[src/sv/scqc_pkg.sv]
// Shared types, constants and the x4 transition decode for the six-channel
// quadrature counter. No dependencies; every other file depends on this package.
`default_nettype none

package scqc_pkg;

   // Number of decoded encoders and number of count fields in a result
   localparam int unsigned NUM_MOTORS = 6;
   localparam int unsigned OUT_FIELDS = 6;

   // Field widths
   localparam int unsigned SAMPLE_W = 14;
   localparam int unsigned MOTOR_W  = 3;
   localparam int unsigned COUNT_W  = 16;

   // Bit offset of channel B within the pin word
   localparam int unsigned CHB_OFFSET = 8;

   // Item opcodes
   localparam logic OP_SAMPLE = 1'b0;
   localparam logic OP_PRESET = 1'b1;

   // Step codes carried from the front to the back
   typedef logic [1:0] step_type;
   localparam step_type STEP_NONE = 2'b00;
   localparam step_type STEP_UP   = 2'b01;
   localparam step_type STEP_DOWN = 2'b10;

   typedef logic signed [COUNT_W-1:0] count_type;

   // One classified item in the queue
   typedef struct packed {
      logic                                 is_preset;
      logic [MOTOR_W-1:0]                   motor;
      logic signed [COUNT_W-1:0]            preset_value;
      logic [NUM_MOTORS-1:0][1:0]           steps;
   } step_item_type;

   // Decode {old B, old A, new B, new A} into a step; double changes give none
   function automatic step_type decode_step(input logic [3:0] code);
      step_type step;
      unique case (code)
         4'b0001, 4'b0111, 4'b1000, 4'b1110: step = STEP_DOWN;
         4'b0010, 4'b0100, 4'b1011, 4'b1101: step = STEP_UP;
         default:                            step = STEP_NONE;
      endcase
      return step;
   endfunction

endpackage

`default_nettype wire

[src/sv/scqc_ifs.sv]
// Valid/ready channel interfaces for the quadrature counter: the request
// channel (samples and presets) and the response channel (six counts).
// Depends on scqc_pkg.
`default_nettype none

interface scqc_req_if;
   logic                               valid;
   logic                               ready;
   logic                               opcode;
   logic [scqc_pkg::SAMPLE_W-1:0]      sample;
   logic [scqc_pkg::MOTOR_W-1:0]       motor;
   logic signed [scqc_pkg::COUNT_W-1:0] preset_value;

   modport source (output valid, opcode, sample, motor, preset_value, input ready);
   modport sink   (input valid, opcode, sample, motor, preset_value, output ready);
endinterface

interface scqc_rsp_if;
   logic                               valid;
   logic                               ready;
   logic signed [scqc_pkg::COUNT_W-1:0] count_0;
   logic signed [scqc_pkg::COUNT_W-1:0] count_1;
   logic signed [scqc_pkg::COUNT_W-1:0] count_2;
   logic signed [scqc_pkg::COUNT_W-1:0] count_3;
   logic signed [scqc_pkg::COUNT_W-1:0] count_4;
   logic signed [scqc_pkg::COUNT_W-1:0] count_5;

   modport source (output valid, count_0, count_1, count_2, count_3, count_4, count_5,
                   input ready);
   modport sink   (input valid, count_0, count_1, count_2, count_3, count_4, count_5,
                   output ready);
endinterface

`default_nettype wire

[src/sv/scqc_front.sv]
// Front end: accepts request transactions, keeps the previous pin word and
// classifies each motor's pin change into a step code. Depends on scqc_pkg.
`default_nettype none

module scqc_front (
   input  wire logic                    clock,
   input  wire logic                    reset,
   scqc_req_if.sink                     req_ch,
   output      logic                    push_valid,
   output      scqc_pkg::step_item_type push_item,
   input  wire logic                    push_ready
);
   import scqc_pkg::*;

   logic                primed_in;
   logic [SAMPLE_W-1:0] prev_sample_ff;
   logic                primed_ff;
   logic                accept;
   logic                take_sample;

   // Pass the queue's backpressure straight through
   assign req_ch.ready = push_ready;
   assign push_valid   = req_ch.valid;
   assign accept       = req_ch.valid && push_ready;
   assign take_sample  = accept && (req_ch.opcode == OP_SAMPLE);

   // Classify: build the per-motor step codes
   always_comb begin
      push_item.is_preset    = (req_ch.opcode == OP_PRESET);
      push_item.motor        = req_ch.motor;
      push_item.preset_value = req_ch.preset_value;
      for (int m = 0; m < NUM_MOTORS; m++) begin
         if (primed_ff && (req_ch.opcode == OP_SAMPLE)) begin
            push_item.steps[m] = decode_step({prev_sample_ff[CHB_OFFSET+m],
                                              prev_sample_ff[m],
                                              req_ch.sample[CHB_OFFSET+m],
                                              req_ch.sample[m]});
         end else begin
            push_item.steps[m] = STEP_NONE;
         end
      end
   end

   assign primed_in = primed_ff || take_sample;

   // Hold the last pin word; the first sample only primes it
   always_ff @(posedge clock) begin
      if (reset) begin
         primed_ff      <= 1'b0;
         prev_sample_ff <= '0;
      end else begin
         primed_ff <= primed_in;
         if (take_sample) begin
            prev_sample_ff <= req_ch.sample;
         end
      end
   end

endmodule

`default_nettype wire

[src/sv/scqc_queue.sv]
// Two-entry queue that decouples the classifying front from the counting
// back end. Depends on scqc_pkg for the entry type.
`default_nettype none

module scqc_queue (
   input  wire logic                    clock,
   input  wire logic                    reset,
   input  wire logic                    push_valid,
   input  wire scqc_pkg::step_item_type push_item,
   output      logic                    push_ready,
   output      logic                    pop_valid,
   output      scqc_pkg::step_item_type pop_item,
   input  wire logic                    pop_ready
);
   import scqc_pkg::*;

   step_item_type entry_ff [2];
   logic          wr_ptr_ff, wr_ptr_in;
   logic          rd_ptr_ff, rd_ptr_in;
   logic [1:0]    count_ff, count_in;
   logic          do_push, do_pop;

   assign push_ready = (count_ff != 2'd2);
   assign pop_valid  = (count_ff != 2'd0);
   assign pop_item   = entry_ff[rd_ptr_ff];
   assign do_push    = push_valid && push_ready;
   assign do_pop     = pop_valid && pop_ready;

   // Advance pointers and occupancy
   always_comb begin
      wr_ptr_in = wr_ptr_ff ^ do_push;
      rd_ptr_in = rd_ptr_ff ^ do_pop;
      count_in  = count_ff;
      if (do_push && !do_pop) begin
         count_in = count_ff + 2'd1;
      end else if (do_pop && !do_push) begin
         count_in = count_ff - 2'd1;
      end
   end

   always_ff @(posedge clock) begin
      if (reset) begin
         wr_ptr_ff <= 1'b0;
         rd_ptr_ff <= 1'b0;
         count_ff  <= 2'd0;
      end else begin
         wr_ptr_ff <= wr_ptr_in;
         rd_ptr_ff <= rd_ptr_in;
         count_ff  <= count_in;
      end
   end

   // Store the entry payload
   always_ff @(posedge clock) begin
      if (do_push) begin
         entry_ff[wr_ptr_ff] <= push_item;
      end
   end

endmodule

`default_nettype wire

[src/sv/scqc_back.sv]
// Back end: applies step codes and presets to the motor counters and holds
// the six counts in the response register. Depends on scqc_pkg.
`default_nettype none

module scqc_back (
   input  wire logic                    clock,
   input  wire logic                    reset,
   input  wire logic                    pop_valid,
   input  wire scqc_pkg::step_item_type pop_item,
   output      logic                    pop_ready,
   scqc_rsp_if.source                   rsp_ch
);
   import scqc_pkg::*;

   count_type counter_ff [NUM_MOTORS];
   count_type counter_in [NUM_MOTORS];
   count_type rsp_count_ff [OUT_FIELDS];
   logic      rsp_valid_ff, rsp_valid_in;
   logic      do_pop;

   // Take a new item whenever the response register is free or draining
   assign pop_ready    = !rsp_valid_ff || rsp_ch.ready;
   assign do_pop       = pop_valid && pop_ready;
   assign rsp_valid_in = do_pop || (rsp_valid_ff && !rsp_ch.ready);

   // Next counter values: preset load or wrapping step
   always_comb begin
      for (int m = 0; m < NUM_MOTORS; m++) begin
         counter_in[m] = counter_ff[m];
         if (pop_item.is_preset) begin
            if (pop_item.motor == MOTOR_W'(m)) begin
               counter_in[m] = pop_item.preset_value;
            end
         end else begin
            case (pop_item.steps[m])
               STEP_UP:   counter_in[m] = counter_ff[m] + count_type'(1);
               STEP_DOWN: counter_in[m] = counter_ff[m] - count_type'(1);
               default:   counter_in[m] = counter_ff[m];
            endcase
         end
      end
   end

   always_ff @(posedge clock) begin
      if (reset) begin
         rsp_valid_ff <= 1'b0;
         for (int m = 0; m < NUM_MOTORS; m++) begin
            counter_ff[m] <= '0;
         end
      end else begin
         rsp_valid_ff <= rsp_valid_in;
         if (do_pop) begin
            for (int m = 0; m < NUM_MOTORS; m++) begin
               counter_ff[m] <= counter_in[m];
            end
         end
      end
   end

   // Capture the response counts; fields past the last motor stay zero
   always_ff @(posedge clock) begin
      for (int m = 0; m < OUT_FIELDS; m++) begin
         if (do_pop) begin
            if (m < NUM_MOTORS) begin
               rsp_count_ff[m] <= counter_in[m];
            end else begin
               rsp_count_ff[m] <= '0;
            end
         end
      end
   end

   assign rsp_ch.valid   = rsp_valid_ff;
   assign rsp_ch.count_0 = rsp_count_ff[0];
   assign rsp_ch.count_1 = rsp_count_ff[1];
   assign rsp_ch.count_2 = rsp_count_ff[2];
   assign rsp_ch.count_3 = rsp_count_ff[3];
   assign rsp_ch.count_4 = rsp_count_ff[4];
   assign rsp_ch.count_5 = rsp_count_ff[5];

endmodule

`default_nettype wire

[src/sv/six_channel_quadrature_counter.sv]
// Six-channel x4 quadrature counter: front classifier, queue and counter
// back end. Depends on scqc_pkg, scqc_ifs, scqc_front, scqc_queue, scqc_back.
//
// Usage:
//   req_ch carries one transaction per item: a pin sample (opcode 0, channel A
//   of motors 0-5 on sample bits 0-5, channel B on bits 8-13) or a preset
//   (opcode 1) that loads preset_value into the counter of one motor.
//   rsp_ch returns one transaction per item with all six 16-bit counts after
//   that item; counters wrap, and a change of both channels at once counts 0.
//   Path: an accepted item is written into the queue, then popped by the back end
//   into the response register once that register is free or draining.
//   Throughput: one item per cycle while the receiver takes each result; the front
//   keeps taking items while a result waits, until the queue is full.
//   Reset (synchronous, active high) clears all counters, the queue and the
//   previous pin word; the first sample after reset only primes that word.
//   When the receiver stalls, the response holds, the two-entry queue fills,
//   and req_ch.ready drops once it is full; nothing is lost or repeated.
`default_nettype none

module six_channel_quadrature_counter (
   input  wire logic  clock,
   input  wire logic  reset,
   scqc_req_if.sink   req_ch,
   scqc_rsp_if.source rsp_ch
);
   import scqc_pkg::*;

   logic          push_valid, push_ready;
   logic          pop_valid, pop_ready;
   step_item_type push_item, pop_item;

   scqc_front u_front (
      .clock      (clock),
      .reset      (reset),
      .req_ch     (req_ch),
      .push_valid (push_valid),
      .push_item  (push_item),
      .push_ready (push_ready)
   );

   scqc_queue u_queue (
      .clock      (clock),
      .reset      (reset),
      .push_valid (push_valid),
      .push_item  (push_item),
      .push_ready (push_ready),
      .pop_valid  (pop_valid),
      .pop_item   (pop_item),
      .pop_ready  (pop_ready)
   );

   scqc_back u_back (
      .clock     (clock),
      .reset     (reset),
      .pop_valid (pop_valid),
      .pop_item  (pop_item),
      .pop_ready (pop_ready),
      .rsp_ch    (rsp_ch)
   );

endmodule

`default_nettype wire

[src/flat_wrapper.sv]
// flat-port wrapper written by rule: the top's interface ports become plain ports
module six_channel_quadrature_counter_flat import scqc_pkg::*;
  (clock, reset, req_ch_valid, req_ch_opcode, req_ch_sample, req_ch_motor, req_ch_preset_value, req_ch_ready, rsp_ch_valid, rsp_ch_count_0, rsp_ch_count_1, rsp_ch_count_2, rsp_ch_count_3, rsp_ch_count_4, rsp_ch_count_5, rsp_ch_ready);
  scqc_req_if req_ch_i ();
  scqc_rsp_if rsp_ch_i ();
  input  wire logic clock;
  input  wire logic reset;
  input wire logic [$bits(req_ch_i.valid)-1:0] req_ch_valid;
  input wire logic [$bits(req_ch_i.opcode)-1:0] req_ch_opcode;
  input wire logic [$bits(req_ch_i.sample)-1:0] req_ch_sample;
  input wire logic [$bits(req_ch_i.motor)-1:0] req_ch_motor;
  input wire logic [$bits(req_ch_i.preset_value)-1:0] req_ch_preset_value;
  output wire logic [$bits(req_ch_i.ready)-1:0] req_ch_ready;
  output wire logic [$bits(rsp_ch_i.valid)-1:0] rsp_ch_valid;
  output wire logic [$bits(rsp_ch_i.count_0)-1:0] rsp_ch_count_0;
  output wire logic [$bits(rsp_ch_i.count_1)-1:0] rsp_ch_count_1;
  output wire logic [$bits(rsp_ch_i.count_2)-1:0] rsp_ch_count_2;
  output wire logic [$bits(rsp_ch_i.count_3)-1:0] rsp_ch_count_3;
  output wire logic [$bits(rsp_ch_i.count_4)-1:0] rsp_ch_count_4;
  output wire logic [$bits(rsp_ch_i.count_5)-1:0] rsp_ch_count_5;
  input wire logic [$bits(rsp_ch_i.ready)-1:0] rsp_ch_ready;
  assign req_ch_i.valid = req_ch_valid;
  assign req_ch_i.opcode = req_ch_opcode;
  assign req_ch_i.sample = req_ch_sample;
  assign req_ch_i.motor = req_ch_motor;
  assign req_ch_i.preset_value = req_ch_preset_value;
  assign req_ch_ready = req_ch_i.ready;
  assign rsp_ch_valid = rsp_ch_i.valid;
  assign rsp_ch_count_0 = rsp_ch_i.count_0;
  assign rsp_ch_count_1 = rsp_ch_i.count_1;
  assign rsp_ch_count_2 = rsp_ch_i.count_2;
  assign rsp_ch_count_3 = rsp_ch_i.count_3;
  assign rsp_ch_count_4 = rsp_ch_i.count_4;
  assign rsp_ch_count_5 = rsp_ch_i.count_5;
  assign rsp_ch_i.ready = rsp_ch_ready;
  six_channel_quadrature_counter u_core (.clock(clock), .reset(reset), .req_ch(req_ch_i), .rsp_ch(rsp_ch_i));
endmodule
[config.mk]
export PLATFORM = sky130hd
export DESIGN_NAME = six_channel_quadrature_counter_flat
export DESIGN_NICKNAME = d
export VERILOG_FILES = /design/src/sv/scqc_pkg.sv /design/src/sv/scqc_ifs.sv /design/src/sv/scqc_front.sv /design/src/sv/scqc_queue.sv /design/src/sv/scqc_back.sv /design/src/sv/six_channel_quadrature_counter.sv /design/src/flat_wrapper.sv
export SDC_FILE = /design/constraint.sdc
export NUM_CORES = 1
export LEC_CHECK = 0
export ABC_AREA = 1
export BUFFER_PORTS_ARGS = -buffer_cell sky130_fd_sc_hd__buf_4
export CAP_MARGIN = 20
export CORE_UTILIZATION = 45
export CTS_CLUSTER_DIAMETER = 40
export DETAILED_ROUTE_END_ITERATION = 10
export PLACE_DENSITY = 0.59
export SLEW_MARGIN = 20
export SYNTH_ARGS = -nofsm -noshare
export SYNTH_HDL_FRONTEND = slang
export SYNTH_SLANG_ARGS = --single-unit
[constraint.sdc]
create_clock -name clock -period 5.5 [get_ports clock]
set_input_delay 0.275 -clock clock [delete_from_list [all_inputs] [get_ports clock]]
set_output_delay 0.275 -clock clock [all_outputs]
set_load 0.01 [all_outputs]
== Word level (Yosys, flattened, before mapping) ==
Memories as Yosys holds them, arrays and structs flattened. A register that Yosys moved wholly into a read port is not among the register bits.
Index checks and enable logic that the tools add are counted.

* Bits in read-only memories: 192
* Flip-flop bits (word level): 20
* Logic and storage cells: 114
* Memories: 9
* Bits in latches: 0
* RAM bits: 256

* Bitwise logic cells: 9
* Mux-type cells: 41
* Div/mod/pow operators: 0
* Order comparisons: 0
* Shifts and indexed selects: 0
* Equality and inequality tests: 18
* Multipliers: 0
* Reduce and logical (&&, ||, !) cells: 17
* Add/sub/neg operators: 14

{| class="wikitable"
|+ Memory list
! memory !! depth !! width !! rd ports !! clocked after memory_dff !! write ports !! line !! source
|-
| u_core.u_back.counter_ff || 6 || 16 || 6 || 0 || 6 || scqc_back.sv:15 || <nowiki>count_type counter_ff [NUM_MOTORS];</nowiki>
|-
| u_core.u_back.rsp_count_ff || 6 || 16 || 6 || 0 || 6 || scqc_back.sv:17 || <nowiki>count_type rsp_count_ff [OUT_FIELDS];</nowiki>
|-
| u_core.u_queue.entry_ff || 2 || 32 || 1 || 1 || 1 || scqc_queue.sv:17 || <nowiki>step_item_type entry_ff [2];</nowiki>
|-
| (name not given) || 16 || 2 || 1 || 0 || 0 || scqc_pkg.sv:42 || <nowiki>unique case (code)</nowiki>
|-
| (name not given) || 16 || 2 || 1 || 0 || 0 || scqc_pkg.sv:42 ||
|-
| (name not given) || 16 || 2 || 1 || 0 || 0 || scqc_pkg.sv:42 ||
|-
| 3 more memories || n/a || n/a || n/a || n/a || n/a || n/a ||
|}

{| class="wikitable"
|+ Operators with widths
! kind !! number
|-
| 16-bit 2-to-1 mux || 18
|-
| 16-bit case mux with 2 select lines || 6
|-
| 16-bit by 2-bit adder with 16-bit output (second input constant) || 6
|-
| 16-bit by 2-bit subtractor with 16-bit output (second input constant) || 6
|-
| 2-bit 2-to-1 mux || 8
|-
| 2-bit by 1-bit equality test with 1-bit output (second input constant) || 6
|-
| 2-bit equality test (second input constant) || 6
|-
| 1-bit 2-to-1 mux || 9
|-
| 1-bit logical AND || 7
|-
| 3-bit by 2-bit equality test with 1-bit output (second input constant) || 2
|-
| 3-bit equality test (second input constant) || 2
|-
| 1-bit OR || 6
|-
| 1-bit logical NOT || 4
|-
| 2-bit nonzero test || 2
|-
| 3-bit by 1-bit equality test with 1-bit output (second input constant) || 1
|-
| 3-bit logical NOT || 1
|-
| 1-bit logical OR || 3
|-
| 2-bit by 1-bit adder with 2-bit output (second input constant) || 1
|-
| 2-bit != test (second input constant) || 1
|-
| 2-bit by 1-bit subtractor with 2-bit output (second input constant) || 1
|-
| 1-bit bitwise XOR || 2
|-
| 1-bit NOT || 1
|}

== Logic depth before layout (Yosys ltp) ==
Gate-level depths: netlist (run 1).

* Word-level depth: 7
* Mapped depth: 22
* Gate-level depth less buffers: 18

== Modules after synthesis ==
From an unflattened synthesis (run 1), not the netlist that was laid out.

* Cell total of the unflattened synthesis: 2688
* Area total of the unflattened synthesis: 18890.6 um^2

{| class="wikitable"
|+ Modules (own cells, without submodules)
! module !! area an instance (um^2) !! instances !! sequential area each (um^2) !! cells each
|-
| scqc_back || 15293.4 || 1 || 5785.5 || 2312
|-
| scqc_queue || 2592.5 || 1 || 2001.9 || 199
|-
| scqc_front || 1004.7 || 1 || 260.2 || 177
|}

== Least setup slack after synthesis (run 1) ==
OpenSTA, ideal clock, no wires.

* Kind: reg2reg
* From: register u_core.u_back.rsp_valid_ff, in the netlist u_core.u_back.rsp_ch.valid
* To: memory u_core.u_back.counter_ff[0][0] in the netlist's numbering (data pin)
* Arrival time: 3.834 ns
* Cell stages (with the launch flop): 6
* Library setup time: 0.152 ns
* Slack: 1.514 ns
* Path buffers: 1
* Cells stage by stage: dfxtp_1 nand2_1 o21ai_0 inv_1 clkbuf_1 and3_1

{| class="wikitable"
|+ RTL lines
! item !! line !! source
|-
| start: declaration || scqc_back.sv:18 || <nowiki>logic rsp_valid_ff, rsp_valid_in;</nowiki>
|-
| start signal: assignment || scqc_back.sv:51 || <nowiki>rsp_valid_ff <= rsp_valid_in;</nowiki>
|-
| end: declaration || scqc_back.sv:15 ||
|}

==> impl_metrics.yaml, run 1 <==
logic_synthesis:
  avgSynthCellArea_um2: 7.490
  synth_seq_area_share_pct: 42.74
  synth_top_area_share_pct: 40.83
  async_reset_ff_share_pct: 0
  synth_edf_count: 256
  yosys_warnings: 0
  yosys.area.top_type: "edfxtp_1"
  yosys_most_used_dff: "edfxtp_1"
  synth_area_leaders: "edfxtp_1, nand2_1, a21oi_1"
  syn_area_mm2: 0.01883
  synth.distinct_cells: 46
  synth-seq-cells: 274
  synthesis.nets: 2573
  syn_inst: 2514
clock_network:
  numCtsBuffers: 50
  cts_max_path_buffers: 3
  clock_sinks: 274
  cts_tree: "yes"
  clk_pin_slew_ns: 0.06
  clock_latency_ns: 0.59
  htree_levels: 2
  postCtsSetupBuffers: 0
  cts_root_buf: "clkbuf_16"
  cts_resized: 0
grt:
  grt_pass1_wl_um: 87050
  grt_use_total_pct: 26.39
  overflow: 0
  antenna_found_initial: 1
  grt_pass1_vias: 16079
  grt_start_max_net_pins: 97
finish:
  multi_input_area_mm2: 0.008987
  layout_common_cells: "nand2_1, inv_1, edfxtp_1, a21oi_1, nor2_1"
  final_common_cell: "nand2_1"
  nNetsFinal: 2720
  syn_to_final_growth_pct: 17.55
  ff_latch_area_mm2: 0.008049
  fill_cells: 3900
  drive_above_1_share_pct: 14.29
power_and_ir_drop:
  power-per-cell-area_mw_per_mm2: 699.5
  power_leakage_nw: 10.14
  vdd_drop_max_mv: 0.4156
routing:
  finalWirelength_um: 54950
  vias_per_cell: 5.253
  wl_met1_um: 25400
  wl_met2_um: 24420
  wire_per_inst_um: 16.98
  drc: 16
  highest_layer: "met4"
  wl_met3_um: 3611
  vias: 16998
  antenna_left: 0
  drt_iter0_drc: 1272
  drt_first_pass_iters: 8
outcome:
  outcome: "finished, violations left"
  violations: "design-rule violations"
die:
  pin_count: 136
  die-area_mm2: 0.04267
  core_mm2: 0.04102
  die_w_um: 206.6
  start_util_pct: 45.91
  chipHeight_um: 206.6
  fp-row-count: 74
sta:
  relSlewSlack_pct: 26.83
  fin_hold_ws_ns: 0.3013
  clock_skew_ns: 0.02231
  tns_ns: 0
  worst_pin_slew_ns: 1.086
  max_freq_ghz: 0.2436
  hold_viol_final: 0
  finalSetupViolations: 0
  fin_crit_sh_pct: 74.63
  drv_slew: 0
  rsz0062_at_grt: "no"
  period_minus_slack_ns: 4.105
placement:
  hpwl_um: 36560
  gp_congestion: 0.9254
  io_buffers: 133
flow_run:
  drv_cap: 0
worst_setup_path:
  cp.arrival_ns: 4.42
  reg2reg_from: "u_core.u_queue.rd_ptr_ff"
  crit_top_cell: "nand2_1"
  end_kind: "register"
  worstPathMaxFanout: 30
  critPathLaunch: "u_core.u_queue.rd_ptr_ff"
  max_stage_delay_ns: 0.86
  slowest_stage: "dfxtp_2"
  critPathLaunchType: "register"
  critPathKind: "reg -> reg"
  crit_path_cell_trace: "mux2i_1 -> ha_1 -> inv_2 -> nand2_1 -> nand2_1 -> inv_1 -> ha_1 -> a21oi_1 -> nor2_1 -> nand2_1 -> nand2_1 -> a21oi_1 -> xor2_1 -> nand2_1 -> nand2_1 -> nand2_1 -> inv_1"
  cp.required_ns: 5.82
  reg2regPathDepth: 17
hold_path:
  worstHoldStart: "req_ch_valid"
  whs_path_depth: 5
  hold_path.class: "in -> reg"
[registers in the layout (all words and copies together), names as in the netlist]
name and flops:
u_core.u_back.rsp_ch.valid 1, u_core.u_queue.wr_ptr_ff 1, u_core.u_back.rsp_count_ff 96, u_core.u_queue.entry_ff 64, u_core.u_queue.rd_ptr_ff 1, u_core.u_front.primed_ff 1
u_core.u_front.prev_sample_ff 12, u_core.u_back.counter_ff 96, u_core.u_queue.count_ff 2
[metrics by stage]
stage                     power, mW  cells  setup WS (ns)  utilization (%)  instance area (um^2)
after global routing          16.76   3234          1.022            53.95                 22130
after global placement        12.28   3107          1.512            49.01                 20100
after detailed placement      12.39   3107          1.475            49.01                 20100
after floorplan               9.950   2514          1.514                -                 18830
final                         15.48   3236          1.395            53.96                 22130
after CTS                     15.54   3234          1.438            53.94                 22130
[final cells by class]
cell class,count,area share [%]
sequential,274,36.37
multi-input combinational,1826,40.60
timing repair buffer,189,6.812
inverter,320,5.585
antenna,2,0.02261
clock buffer,55,5.969
clock inverter,38,1.634
tap,532,3.007
[cell usage after synthesis, types with 2 or more instances]
cell      count
clkinv_4      6
and2_1        2
inv_2        14
nor2_2       20
o21ai_2      10
xnor2_1      13
inv_1       298
a22oi_2       4
o211ai_2     12
o21ai_0      76
nor2_4       12
nor3b_1      12
nand4_1      14
or2_2         5
buf_4         8
nand2_2      20
mux2_2        9
o211ai_1     50
buf_2        20
o21ai_1      36
nand2_4      11
a21oi_1     245
o21bai_1      2
buf_6        28
xor2_1       35
dfxtp_1      18
clkbuf_1     31
a21boi_0      2
nand3_1     129
buf_1         7
ha_1         21
and3_1       14
a31oi_1       7
nor2_1      189
mux2i_1      16
nand2_1     853
edfxtp_1    256
[per-layer routing]
metal | up-vias | track usage (%)
li1 | 8555 | -
met1 | 7908 | 36.69
met2 | 464 | 41.58
met3 | 71 | 4.678
met4 | 0 | 8.535
met5 | - | 0
[critical path, delay by kind of cell, from the launching register on]
family	cells	cell delay, ns
XOR/XNOR	1	0.15
buffers and inverters	3	0.49
flip-flops	1	0.86
AND/OR/NAND/NOR	8	0.82
adder cells (fa/ha/maj)	2	0.98
multiplexers	1	0.37
AO/OA/AOI/OAI	2	0.15
[power breakdown]
group | internal [mW] | switching (mW)
combinational | 2.61 | 5.62
clock | 1.88 | 1.18
sequential | 3.63 | 0.563
total | 8.12 | 7.37
[kinds of logic after synthesis]
kind of cell	after synthesis	synth area share [%]
AO/OA/AOI/OAI	448	13.64
XOR/XNOR	49	2.319
adder cells (fa/ha/maj)	21	1.395
buffers and inverters	414	9.835
flip-flops	274	42.74
multiplexers	25	1.389
AND/OR/NAND/NOR	1283	28.69
[path summary, 6_finish.rpt]
check,end,slack (ns)
setup reg to reg,u_core.u_back.rsp_count_ff[0][8],1.40
hold / removal,u_core.u_front.prev_sample_ff[5],0.30
setup / recovery,u_core.u_back.rsp_count_ff[0][8],1.40
hold reg to reg,u_core.u_front.primed_ff,0.45
[repair_timing]
item | in CTS | in global routing
endpoints found under the hold margin | 55 | 0
endpoints found under the setup margin | 0 | 0
hold buffers | 34 | 0
No activity file was read; power rests on OpenSTA's default activity.
==> run 2: changes to the inputs <==
--- a/config.mk
+++ b/config.mk
@@ -11,7 +11,7 @@
 export CORE_UTILIZATION = 45
 export CTS_CLUSTER_DIAMETER = 40
 export DETAILED_ROUTE_END_ITERATION = 10
-export PLACE_DENSITY = 0.59
+export PLACE_DENSITY = 0.62
 export SLEW_MARGIN = 20
 export SYNTH_ARGS = -nofsm -noshare
 export SYNTH_HDL_FRONTEND = slang
==> constraint.sdc (replaced) <==
create_clock -name clock -period 3.7 [get_ports clock]
set_input_delay 0.185 -clock clock [delete_from_list [all_inputs] [get_ports clock]]
set_output_delay 0.185 -clock clock [all_outputs]
set_load 0.01 [all_outputs]
==> run 2 against run 1 <==
  * Clock-buffer cell count decreased by 1
  * Combinational power increased by 53%
  * Largest power group unchanged
  * The run still ends with design-rule violations left
  * Cell area increased by 0.84%
  * Utilization increased by 0.45 points
  * Power increased by 49%
  * Worst setup slack got worse by 0.86 ns
  * Sequential share of layout area decreased by 0.30 points
  * Non-clock buffer count increased by 38
  * Clock power increased by 40%
  * Highest routed layer unchanged
==> impl_metrics.yaml, run 2 (synthesis results as in run 1) <==
routing:
  antenna_left: 0
  vias_per_cell: 5.220
  finalWirelength_um: 55080
  drt_iter0_drc: 1166
  vias: 17055
  drc: 5
  drt_first_pass_iters: 8
  wire_per_inst_um: 16.86
clock_network:
  clk_pin_slew_ns: 0.06
  cts_max_path_buffers: 3
  cts_tree: "yes"
  postCtsSetupBuffers: 0
  cts_resized: 0
  clock_sinks: 274
  hold_buffers: 35
  cts_root_buf: "clkbuf_16"
  numCtsBuffers: 46
  clock_latency_ns: 0.58
  htree_levels: 2
finish:
  largestRegisters: "u_core.u_back.counter_ff (96), u_core.u_back.rsp_count_ff (96), u_core.u_queue.entry_ff (64)"
  nNetsFinal: 2754
  drive_above_1_share_pct: 14.79
  multi_input_area_mm2: 0.008962
  ff_latch_area_mm2: 0.008049
  syn_to_final_growth_pct: 18.54
  fill_cells: 3941
  final_common_cell: "nand2_1"
  layout_common_cells: "nand2_1, inv_1, edfxtp_1, a21oi_1, nor2_1"
power_and_ir_drop:
  netSwitchingFraction_pct: 47.12
  seqPwrFrac_pct: 26.8
  clkPwrFrac_pct: 18.6
  vdd_drop_max_mv: 0.5999
  p_switching_mw: 10.87
  p_int_mw: 12.20
  power_leakage_nw: 10.27
  pwr-share-comb_pct: 54.6
  power-per-cell-area_mw_per_mm2: 1034
worst_setup_path:
  cp.required_ns: 3.98
  critPathKind: "reg -> reg"
  end_kind: "register"
  path_buf_inv: 3
  worstPathMaxFanout: 15
  reg2reg_from: "u_core.u_queue.rd_ptr_ff"
  reg2reg_to: "u_core.u_back.counter_ff[0][15]"
  slowest_stage: "dfxtp_2"
  crit_path_cell_trace: "buf_12 -> mux2i_1 -> ha_1 -> inv_2 -> buf_4 -> nand2_1 -> nand3_1 -> o21ai_0 -> nand2_1 -> nand2_1 -> nand2_1 -> nand3_1 -> nand3_1 -> nand2_1 -> a21oi_1"
  critPathLaunchType: "register"
  max_stage_delay_ns: 0.48
  crit_family: "simple AND/OR/NAND/NOR gates"
  crit_top_cell: "nand2_1"
  reg2regPathDepth: 15
  r2r_slack_ns: 0.54
  cp.depth: 15
  cp.arrival_ns: 3.45
die:
  die-area_mm2: 0.04267
  pin_count: 136
  fp-row-count: 74
  chipHeight_um: 206.6
  start_util_pct: 45.91
  die_w_um: 206.6
  core_mm2: 0.04102
grt:
  antenna_found_initial: 3
  grt_start_max_net_pins: 138
  grt_use_total_pct: 26.25
  overflow: 0
  grt_pass1_vias: 16098
  grt_pass1_wl_um: 86360
sta:
  hold_viol_final: 0
  relSlewSlack_pct: 35.02
  worst_pin_slew_ns: 0.9558
  finalSetupViolations: 0
  period_minus_slack_ns: 3.163
  tns_ns: 0
  max_freq_ghz: 0.3161
  fin_ws_ns: 0.5366
  drv_slew: 0
  clock_skew_ns: 0.02405
  rsz0062_at_grt: "no"
  fin_crit_sh_pct: 85.50
hold_path:
  holdPathEnd: "u_core.u_queue.entry_ff[0][11]"
  worstHoldStart: "req_ch_sample[5]"
  hold_path.class: "in -> reg"
  whs_path_depth: 3
placement:
  pre_cts_ws_ns: 0.5911
  io_buffers: 133
  gp_congestion: 0.9403
  hpwl_um: 37380
flow_run:
  drv_cap: 0
outcome:
  outcome: "finished, violations left"
  violations: "design-rule violations"
==> run 2: cell count changes in the layout (fill, tap and decap cells not counted), moves of 4 or more <==
cell      delta
clkinv_4     -6
buf_4       +34
buf_12       +4
clkbuf_1     +4
clkinv_2     -4
clkinv_1     +4
==> run 2: worst register-to-register path, stage by stage (launching register included) <==
cell,delay (ns)
dfxtp_2,0.48
buf_12,0.21
mux2i_1,0.39
ha_1,0.31
inv_2,0.05
buf_4,0.19
nand2_1,0.09
nand3_1,0.06
o21ai_0,0.42
nand2_1,0.10
nand2_1,0.19
nand2_1,0.10
nand3_1,0.08
nand3_1,0.07
nand2_1,0.08
a21oi_1,0.06
==> run 2: per-stage QoR <==
step | total power [mW] | instances | util [%] | hold WS, ns | cell area [um^2]
2_1_floorplan | 14.75 | 2514 | - | 0.2839 | 18830
3_3_place_gp | 18.54 | 3144 | 49.75 | 0.3709 | 20400
3_5_place_dp | 18.72 | 3144 | 49.75 | 0.3731 | 20400
4_1_cts | 23.15 | 3264 | 54.40 | 0.1082 | 22310
5_1_grt | 24.92 | 3267 | 54.42 | 0.1254 | 22320
6_report | 23.08 | 3267 | 54.42 | 0.1384 | 22320
==> run 2: final cells by class <==
| cell class | count | share of cell area (%) |
|---|---|---|
| Clock buffer | 54 | 5.578 |
| Multi-Input combinational cell | 1826 | 40.15 |
| Clock inverter | 31 | 1.401 |
| Timing Repair Buffer | 227 | 8.252 |
| Sequential cell | 274 | 36.06 |
| Inverter | 320 | 5.538 |
| Antenna cell | 3 | 0.03363 |
| Tap cell | 532 | 2.982 |
==> run 2: worst max-delay path by stage <==
stage / from / to / slack [ns]
2_1_floorplan: u_core.u_queue.rd_ptr_ff / u_core.u_back.counter_ff[1][12] / 0.44
3_3_place_gp: u_core.u_queue.rd_ptr_ff / u_core.u_back.counter_ff[2][14] / 0.60
3_5_place_dp: u_core.u_queue.rd_ptr_ff / u_core.u_back.counter_ff[2][14] / 0.59
4_1_cts: u_core.u_queue.rd_ptr_ff / u_core.u_back.counter_ff[2][14] / 0.55
5_1_grt: u_core.u_queue.rd_ptr_ff / u_core.u_back.counter_ff[2][14] / 0.26
6_report: u_core.u_queue.rd_ptr_ff / u_core.u_back.counter_ff[0][15] / 0.54
==> run 2: power by group through the flow <==
stage | clock [mW] | combinational (mW) | sequential (mW)
5_1_grt | 4.51 | 14.1 | 6.35
6_report | 4.29 | 12.6 | 6.19
3_5_place_dp | 0 | 12.5 | 6.22
4_1_cts | 4.38 | 12.6 | 6.19
3_3_place_gp | 0 | 12.3 | 6.19
2_1_floorplan | 0 | 8.36 | 6.38
==> run 2: routing by layer <==
metal | track usage, % | wire (um) | vias up
li1 | - | - | 8624
met1 | 35.63 | 25190 | 7858
met2 | 41.95 | 24780 | 489
met3 | 4.192 | 3375 | 84
met4 | 10.11 | 1743 | 0
met5 | 0 | 0 | -
==> run 3: changes to the inputs <==
--- a/config.mk
+++ b/config.mk
@@ -8,10 +8,11 @@
 export ABC_AREA = 1
 export BUFFER_PORTS_ARGS = -buffer_cell sky130_fd_sc_hd__buf_4
 export CAP_MARGIN = 20
-export CORE_UTILIZATION = 45
+export CORE_UTILIZATION = 56
 export CTS_CLUSTER_DIAMETER = 40
 export DETAILED_ROUTE_END_ITERATION = 10
-export PLACE_DENSITY = 0.62
+export MAX_ROUTING_LAYER = met4
+export PLACE_DENSITY = 0.75
 export SLEW_MARGIN = 20
 export SYNTH_ARGS = -nofsm -noshare
 export SYNTH_HDL_FRONTEND = slang
==> run 3 against run 2 <==
  * The flow now finishes without violations
  * Power fell by 1.9%
  * Cell area shrank 1.5%
  * Register-to-register slack got worse by 0.17 ns
  * First-iteration DRC count up 30%
  * Clock power down 11%
  * Sequential share of layout area grew 0.54 points
  * Sequential power up 0.8%
  * Worst setup slack got worse by 0.17 ns
  * Critical path depth fell by 1
==> impl_metrics.yaml, run 3 (synthesis results as in run 1) <==
finish:
  multi_input_area_mm2: 0.008974
  ff_latch_area_mm2: 0.008049
  layout_common_cells: "nand2_1, inv_1, edfxtp_1, a21oi_1, nor2_1"
  stdcell_area_mm2: 0.02199
  nNetsFinal: 2748
  syn_to_final_growth_pct: 16.80
  largestRegisters: "u_core.u_back.counter_ff (96), u_core.u_back.rsp_count_ff (96), u_core.u_queue.entry_ff (64)"
  drive_above_1_share_pct: 14.66
  final_common_cell: "nand2_1"
  fill_cells: 2806
hold_path:
  hold_path.class: "in -> reg"
  whs_path_depth: 3
worst_setup_path:
  worstPathMaxFanout: 21
  max_stage_delay_ns: 0.70
  slowest_stage: "dfxtp_2"
  r2r_slack_ns: 0.37
  cp.arrival_ns: 3.61
  end_kind: "register"
  reg2reg_from: "u_core.u_queue.rd_ptr_ff"
  crit_end: "u_core.u_back.counter_ff[1][8]"
  critPathLaunchType: "register"
  reg2regPathDepth: 14
  crit_path_cell_trace: "mux2i_1 -> ha_1 -> nand2_1 -> nand2_2 -> inv_1 -> ha_1 -> a21oi_1 -> nor2_1 -> nand2_1 -> nand2_1 -> nand2_1 -> a21boi_0 -> o21ai_1 -> a21oi_1"
  critPathLaunch: "u_core.u_queue.rd_ptr_ff"
  reg2reg_to: "u_core.u_back.counter_ff[1][8]"
  crit_top_cell: "nand2_1"
  critPathKind: "reg -> reg"
  cp.required_ns: 3.98
placement:
  hpwl_um: 36950
  gp_congestion: 0.9625
  place_area_mm2: 0.02030
  pre_cts_ws_ns: 0.5177
  io_buffers: 133
clock_network:
  postCtsSetupBuffers: 0
  numCtsBuffers: 41
  cts_resized: 0
  cts_max_path_buffers: 3
  clk_pin_slew_ns: 0.06
  htree_levels: 2
  clock_sinks: 274
  cts_root_buf: "clkbuf_16"
  clock_latency_ns: 0.57
  cts_tree: "yes"
grt:
  grt_pass1_wl_um: 85270
  antenna_found_initial: 2
  grt_pass1_vias: 16449
  grt_use_total_pct: 33.09
  overflow: 0
  grt_start_max_net_pins: 138
sta:
  max_freq_ghz: 0.2999
  finalSetupViolations: 0
  tns_ns: 0
  drv_slew: 0
  hold_viol_final: 0
  fin_ws_ns: 0.3658
  clock_skew_ns: 0.03137
  period_minus_slack_ns: 3.334
  relSlewSlack_pct: 21.21
  worst_pin_slew_ns: 1.174
  rsz0062_at_grt: "no"
  fin_crit_sh_pct: 90.11
die:
  chipHeight_um: 185.4
  die_w_um: 185.4
  fp-row-count: 66
  core_mm2: 0.03278
  pin_count: 136
  start_util_pct: 57.43
  die-area_mm2: 0.03436
power_and_ir_drop:
  vdd_drop_max_mv: 0.7745
  power_mw: 22.65
  power_leakage_nw: 10.17
  power-per-cell-area_mw_per_mm2: 1030
flow_run:
  drv_cap: 0
routing:
  drc: 0
  vias: 17370
  wire_per_inst_um: 17.23
  vias_per_cell: 5.488
  finalWirelength_um: 54540
  antenna_left: 0
  drt_first_pass_iters: 5
  drt_iter0_drc: 1511
outcome:
  outcome: "finished, final reports clean"
==> run 3: changes by cell type in the layout (fill, tap and decap cells not counted), moves of 2 or more <==
| cell | previous run | this run |
|---|---|---|
| clkinv_2 | 1 | 8 |
| clkbuf_16 | 49 | 43 |
| inv_8 | 5 | 2 |
| mux2i_1 | 12 | 9 |
| mux2i_2 | 4 | 7 |
| clkbuf_1 | 5 | 3 |
| clkinv_4 | 10 | 8 |
| inv_6 | 8 | 6 |
==> run 3: critical path, delay by kind of cell, from the launching register on <==
family	cells	cell delay [ns]
adder cells (fa/ha/maj)	2	0.52
AO/OA/AOI/OAI	4	0.60
AND/OR/NAND/NOR	6	0.58
flip-flops	1	0.70
multiplexers	1	0.59
buffers and inverters	1	0.05
==> run 3: area by class of cell <==
| type | instances | area share, % |
|---|---|---|
| Timing Repair Buffer | 226 | 8.340 |
| Tap cell | 442 | 2.515 |
| Clock buffer | 46 | 4.944 |
| Multi-Input combinational cell | 1826 | 40.80 |
| Sequential cell | 274 | 36.60 |
| Antenna cell | 2 | 0.02276 |
| Clock inverter | 29 | 1.155 |
| Inverter | 320 | 5.621 |
==> run 3: power by group <==
part	leakage, nW	switching, mW	total [mW]	internal (mW)
combinational	6.78	8.44	12.6	4.16
sequential	2.73	0.846	6.24	5.39
clock	0.654	1.52	3.81	2.29
total	10.2	10.8	22.6	11.8
==> run 3: per-layer routing <==
layer,vias to the layer above,GRT usage [%],share of wire (%)
li1,8607,-,-
met1,8052,42.57,44
met2,616,52.79,46
met3,95,4.483,6.7
met4,0,12.99,3.2
met5,-,-,0
==> run 3: how the worst min path moves through the flow <==
stage	startpoint	to	slack (ns)
after floorplan	req_ch_preset_value[0]	u_core.u_queue.entry_ff[0][12]	0.28
after global placement	req_ch_preset_value[13]	u_core.u_queue.entry_ff[0][25]	0.37
after CTS	req_ch_sample[5]	u_core.u_queue.entry_ff[1][11]	0.12
final	req_ch_sample[5]	u_core.u_queue.entry_ff[1][11]	0.16
after global routing	req_ch_sample[5]	u_core.u_queue.entry_ff[1][11]	0.16
after detailed placement	req_ch_preset_value[9]	u_core.u_queue.entry_ff[0][21]	0.37
==> run 3: what timing repair did <==
action,4_1_cts,5_1_grt
endpoints found under the setup margin,0,0
hold buffers,35,0
endpoints found under the hold margin,55,0
==> run 3: stage by stage <==
step,hold WS (ns),instances,utilization (%)
after global routing,0.1563,3165,67.08
final,0.1597,3165,67.08
after CTS,0.1171,3163,67.07
after global placement,0.3696,3053,61.91
after floorplan,0.2839,2514,-
after detailed placement,0.3740,3053,61.91
